--- src/rtl/lzss_stream_decompressor_unit_defines.svh ---
// ----------------------------------------------------------------------------
// LZSS decompressor assertion macros
// Shared concurrent assertion wrappers, compiled out for synthesis.
// ----------------------------------------------------------------------------
`ifndef LZSS_STREAM_DECOMPRESSOR_UNIT_DEFINES_SVH
`define LZSS_STREAM_DECOMPRESSOR_UNIT_DEFINES_SVH
`ifndef SYNTHESIS
// Property must hold at every clock edge outside reset.
`define LZSS_ASSERT(lbl, clk, rst_n, prop, msg) \
    lbl: assert property (@(posedge clk) disable iff (!rst_n) (prop)) else $error(msg);
// Condition must never be seen at a clock edge outside reset.
`define LZSS_NEVER(lbl, clk, rst_n, cond, msg) \
    lbl: assert property (@(posedge clk) disable iff (!rst_n) !(cond)) else $error(msg);
`else
`define LZSS_ASSERT(lbl, clk, rst_n, prop, msg)
`define LZSS_NEVER(lbl, clk, rst_n, cond, msg)
`endif
`endif

--- src/rtl/lzss_pkg.sv ---
// ----------------------------------------------------------------------------
// LZSS decompressor package
// Shared constants, request/result types, token command type and header magic bytes.
// ----------------------------------------------------------------------------
package lzss_pkg;

    localparam int WINDOW_SIZE  = 4096;
    localparam int MAX_MATCH    = 18;
    localparam int HEADER_BYTES = 16;
    localparam int MIN_MATCH    = MAX_MATCH - 15;
    localparam int WIN_AW       = $clog2(WINDOW_SIZE);
    localparam int LEN_W        = $clog2(MAX_MATCH + 1);

    localparam logic [WIN_AW-1:0] WIN_START  = WIN_AW'(WINDOW_SIZE - MAX_MATCH);
    localparam logic [7:0]        BLANK_BYTE = 8'h20;

    localparam logic STATUS_DATA = 1'b0;
    localparam logic STATUS_RAW  = 1'b1;

    typedef struct packed {
        logic [7:0] in_byte;
        logic       start_of_stream;
    } in_req_t;

    typedef struct packed {
        logic [7:0] out_byte;
        logic       status;
        logic       last_of_run;
    } out_res_t;

    typedef enum logic [1:0] {
        CMD_NONE    = 2'd0,
        CMD_STATUS  = 2'd1,
        CMD_LITERAL = 2'd2,
        CMD_MATCH   = 2'd3
    } cmd_kind_t;

    typedef struct packed {
        cmd_kind_t         kind;
        logic [7:0]        data;
        logic [WIN_AW-1:0] pos;
        logic [LEN_W-1:0]  len;
    } cmd_t;

    function automatic logic [7:0] magic_byte(input logic [1:0] idx);
        logic [7:0] b;
        unique case (idx)
            2'd0: b = 8'hFF;
            2'd1: b = 8'h57;
            2'd2: b = 8'h50;
            2'd3: b = 8'h43;
            default: b = 8'hFF;
        endcase
        return b;
    endfunction

endpackage

--- src/rtl/lzss_parse.sv ---
// ----------------------------------------------------------------------------
// LZSS byte parser
// Tracks header, flag bits and token bytes; issues one command per byte.
// ----------------------------------------------------------------------------
module lzss_parse #(
    parameter int HEADER_BYTES = lzss_pkg::HEADER_BYTES
) (
    input  logic              clk,
    input  logic              rst_n,
    input  logic              take,
    input  lzss_pkg::in_req_t req,
    output lzss_pkg::cmd_t    cmd
);
    import lzss_pkg::*;

    localparam int HC_W = $clog2(HEADER_BYTES + 1);

    logic [HC_W-1:0] hcnt_reg, hcnt_next, hcnt_eff;
    logic            magic_reg, magic_next, magic_eff;
    logic            await_reg, await_next, await_eff;
    logic [7:0]      first_reg, first_next, first_eff;
    logic [15:0]     flag_reg, flag_next, flag_eff;
    logic            rej_reg, rej_next, rej_eff;
    logic [7:0]      b;

    assign b = req.in_byte;

    // A start byte sees the fresh-stream state.
    always_comb
    begin
        if (req.start_of_stream)
        begin
            hcnt_eff  = '0;
            magic_eff = 1'b1;
            await_eff = 1'b0;
            first_eff = '0;
            flag_eff  = '0;
            rej_eff   = 1'b0;
        end
        else
        begin
            hcnt_eff  = hcnt_reg;
            magic_eff = magic_reg;
            await_eff = await_reg;
            first_eff = first_reg;
            flag_eff  = flag_reg;
            rej_eff   = rej_reg;
        end
    end

    always_comb
    begin
        hcnt_next  = hcnt_eff;
        magic_next = magic_eff;
        await_next = await_eff;
        first_next = first_eff;
        flag_next  = flag_eff;
        rej_next   = rej_eff;
        cmd.kind   = CMD_NONE;
        cmd.data   = b;
        cmd.pos    = {b[7:4], first_eff};
        cmd.len    = LEN_W'({1'b0, b[3:0]}) + LEN_W'(MIN_MATCH);
        priority if (rej_eff)
        begin
            cmd.kind = CMD_NONE;
        end
        else if (hcnt_eff < HC_W'(HEADER_BYTES))
        begin
            if ((hcnt_eff < HC_W'(4)) && (b != magic_byte(hcnt_eff[1:0])))
                magic_next = 1'b0;
            if ((hcnt_eff == HC_W'(3)) && !magic_next)
            begin
                rej_next = 1'b1;
                cmd.kind = CMD_STATUS;
            end
            hcnt_next = hcnt_eff + 1'b1;
        end
        else if (await_eff)
        begin
            cmd.kind   = CMD_MATCH;
            await_next = 1'b0;
            flag_next  = flag_eff >> 1;
        end
        else if (!flag_eff[8])
        begin
            flag_next = 16'hFF00 | {8'h00, b};
        end
        else if (flag_eff[0])
        begin
            cmd.kind  = CMD_LITERAL;
            flag_next = flag_eff >> 1;
        end
        else
        begin
            first_next = b;
            await_next = 1'b1;
        end
    end

    always_ff @(posedge clk or negedge rst_n)
    begin
        if (!rst_n)
        begin
            hcnt_reg  <= '0;
            magic_reg <= 1'b1;
            await_reg <= 1'b0;
            first_reg <= '0;
            flag_reg  <= '0;
            rej_reg   <= 1'b0;
        end
        else if (take)
        begin
            hcnt_reg  <= hcnt_next;
            magic_reg <= magic_next;
            await_reg <= await_next;
            first_reg <= first_next;
            flag_reg  <= flag_next;
            rej_reg   <= rej_next;
        end
    end

endmodule

--- config.mk ---
export PLATFORM = sky130hd
export DESIGN_NAME = lzss_parse
export DESIGN_NICKNAME = d
export VERILOG_FILES = /design/src/rtl/lzss_stream_decompressor_unit_defines.svh /design/src/rtl/lzss_pkg.sv /design/src/rtl/lzss_parse.sv
export SDC_FILE = /design/constraint.sdc
export NUM_CORES = 1
export LEC_CHECK = 0
export ABC_AREA = 1
export BUFFER_PORTS_ARGS = -buffer_cell sky130_fd_sc_hd__buf_4
export CAP_MARGIN = 20
export CORE_ASPECT_RATIO = 1.1
export CORE_UTILIZATION = 50
export DETAILED_ROUTE_END_ITERATION = 8
export PLACE_DENSITY = 0.73
export SLEW_MARGIN = 10
export SYNTH_ARGS = -nofsm -noshare
export SYNTH_HDL_FRONTEND = slang
export SYNTH_SLANG_ARGS = --single-unit
--- constraint.sdc ---
create_clock -name clk -period 2.45 [get_ports clk]
set_clock_uncertainty 0.2 [all_clocks]
set_input_delay 0 -clock clk [delete_from_list [all_inputs] [get_ports clk]]
set_output_delay 0 -clock clk [all_outputs]
set_load 0.01 [all_outputs]
==> results.tsv <==
metric	value	unit
outcome	finished with violations	
violations	negative hold slack	
drv_slew	0	
worstSetupPathType	in2out	
worstPathRequired	2.25	ns
critical_path_buf_inv_count	5	
die_y	69.46	um
ys_warn_count	0	
io_buffers	38	
first_global_vias	1943	
cp_top_family	buffers and inverters	
grt_max_degree	33	
synth_fa_ha_area_share	1.815	%
power.switching	370.7	uW
clock_latency	0.30	ns
grt_usage	26.28	%
layout-drive-gt1-share	20.78	%
critPathMaxStageDelay	0.55	ns
yosysSeqAreaShare	38.78	%
ys_top_cells_by_area	dfrtp_1 (38%), nand2_1 (15%), inv_1 (5.4%), nor2_1 (5.4%), o21ai_0 (4.8%)	
grt.overflow.total	0	
synthesis.area	2068	um2
startpoint_type	input port	
fin_util	64.46	%
reg2regPathDepth	8	
setup_viol	0	
vias	1994	
fin_crit_sh	92.87	%
antenna_found_initial	0	
cts_root_buffer	clkbuf_8	
routed_wl	5121	um
fmax	439.5	MHz
chipWidth	63.32	um
synth_edf_count	0	
r2r-start	await_reg	
diodes	0	
cts_sinks	32	
area_growth	23.53	%
vias_per_cell	5.193	
place_area	2293	um2
min_path_type	in2async	
pwr-share-clk	34.7	%
cts_buffers	5	
multi_input_area	1002	um2
drt_iter0_drc	123	
crit_fanout	17	
maxCapViolCount	0	
synth_mux_area_share	0	%
first_pass_iters	4	
finalCriticalPeriod	2.275	ns
slowest_stage	dlygate4sd3_1	
swShare	29.74	%
synth-compound-area-share	14.34	%
final_area	2555	um2
ys.flop_type	dfrtp_1	
static-leakage-power	0.001363	uW
gp_congestion	0.8376	
regArea	802.0	um2
syn-num-nets	304	
powerDensity	487.9	nW/um2
peakVddDrop	0.0005532	V
worst_pin_slew	0.4220	ns
cts_tree	done	
fillerInstances	381	
internal_power	875.8	uW
dieArea	4398	um2
async_reset_ff_share	100.0	%
rrSetupSlack	0.44	ns
seqPwrFrac	45.8	%
core_area	3964	um2
wl_per_cell	13.34	um
slew-limit-headroom	71.86	%
netlist_instances	289	
largest_reg_flops	16	
cts_setup_buffers	0	
combinationalPowerShare	19.5	%
final_nets	346	
synth_top_area_cell	dfrtp_1	
r2r_end	first_reg[0]	
end_kind	output port	
synth-xor-area-share	1.694	%
crit_chain	dlygate4sd3_1 -> buf_6 -> inv_6 -> nand2_1 -> inv_1 -> ha_1 -> nor2_1 -> nor2_1 -> nand2_1 -> nor2_1 -> nand3_1 -> nand3_1 -> nand2_1 -> buf_4	
num_rows	24	
hold_violations	18	
synth_most_common_cell	nand2_1	
grt_first_pass_wirelength	9045	um
synth_common_cells	nand2_1 (80), dfrtp_1 (31), inv_1 (30), nor2_1 (30), o21ai_0 (20)	
drc_errors	0	
postRouteAntennaNets	0	
clock_path_buffers	2	
ys_ff_latch	32	
h-tree-depth	2	
synthSimpleGateAreaFrac	30.49	%
timing.hold.ws	-0.01014	ns
synth_cell_type_count	30	
synth_top_family_by_area	simple AND/OR/NAND/NOR gates	
cp.arrival	2.08	ns
clk_pin_slew	0.07	ns
initial_core_util	52.18	%
syn_area_per_cell	7.157	um2
synth_top_area_share	37.51	%
io_pins	39	
dp_hpwl	3434	um
==> cell usage in the layout, fill, tap and decap left out <==
master / n
dlygate4sd3_1: 16
xor2_1: 2
nor2_2: 3
clkbuf_8: 6
nand2_1: 79
inv_2: 6
dfstp_2: 1
nand3_1: 14
inv_6: 1
o21ai_1: 1
dfrtp_1: 31
nor2_8: 1
o22ai_1: 6
nor2_1: 30
a22oi_1: 3
o211a_1: 1
a21oi_1: 18
clkinv_2: 2
nand4_1: 1
buf_4: 37
buf_6: 1
nand3_2: 3
xnor2_1: 2
nor3_1: 3
inv_1: 30
nor2_4: 1
o21ai_0: 20
nand2_2: 3
o21ai_2: 1
nand2_4: 3
o211ai_1: 3
ha_1: 3
==> power by group through the flow <==
stage	registers, uW	logic [uW]	clock network (uW)
after floorplan	577	143	0
after global placement	580	219	0
after detailed placement	580	221	0
after CTS	570	240	439
after global routing	574	271	475
final	571	243	433
==> final cells by class <==
cell class / instances / area share [%]
Clock buffer: 6 / 3.232
Clock inverter: 2 / 0.3918
Inverter: 37 / 5.632
Multi-Input combinational cell: 201 / 39.23
Sequential cell: 32 / 31.39
Tap cell: 52 / 2.547
Timing Repair Buffer: 54 / 17.58
==> cell families after synthesis <==
group | after synthesis
DFF | 32
adders and majority gates | 3
AOI/OAI and AO/OA | 53
xor gates and xnor gates | 4
buffers and inverters | 56
and+or+nand+nor | 141
==> through the flow <==
stage / worst slack, ns / TNS (ns) / instances / total power [uW]
floorplan: 0.8297 / 0 / 289 / 720.4
global placement: 0.7039 / 0 / 360 / 799.1
detailed placement: 0.6437 / 0 / 360 / 801.4
CTS: 0.08383 / 0 / 384 / 1249
global route: -0.001083 / -0.001083 / 384 / 1320
finish: 0.1748 / 0 / 384 / 1247
==> timing repair <==
action                                 CTS  global route
setup endpoints to repair                0             1
hold buffers                            16             0
endpoints found under the hold margin   57             0
resized for setup                        0             3
==> metal layers <==
layer	vias to the layer above	global-route usage (%)	wire [um]
li1	1001	-	-
met1	918	35.04	2320
met3	12	6.743	284
met5	-	0	0
met2	63	39.83	2409
met4	0	11.87	106
==> worst register-to-register path, cell delays in order, from the launching register on <==
cell,delay [ns]
dfrtp_1,0.41
inv_1,0.09
nand2_1,0.09
nor2_4,0.13
nand2_4,0.10
inv_2,0.11
o21ai_0,0.08
o22ai_1,0.13
dlygate4sd3_1,0.57
==> worst max-delay path by stage <==
| stage | end | slack (ns) | cells after the start | start |
|---|---|---|---|---|
| 2_1_floorplan | rej_reg | 0.83 | 11 | hcnt_reg[0] |
| 3_3_place_gp | cmd[25] | 0.70 | 12 | hcnt_reg[0] |
| 3_5_place_dp | cmd[25] | 0.64 | 13 | req[0] |
| 4_1_cts | cmd[25] | 0.08 | 14 | req[0] |
| 5_1_grt | cmd[25] | -0.001 | 14 | req[0] |
| 6_report | cmd[25] | 0.17 | 14 | req[0] |
No activity file was read; power rests on OpenSTA's default activity.
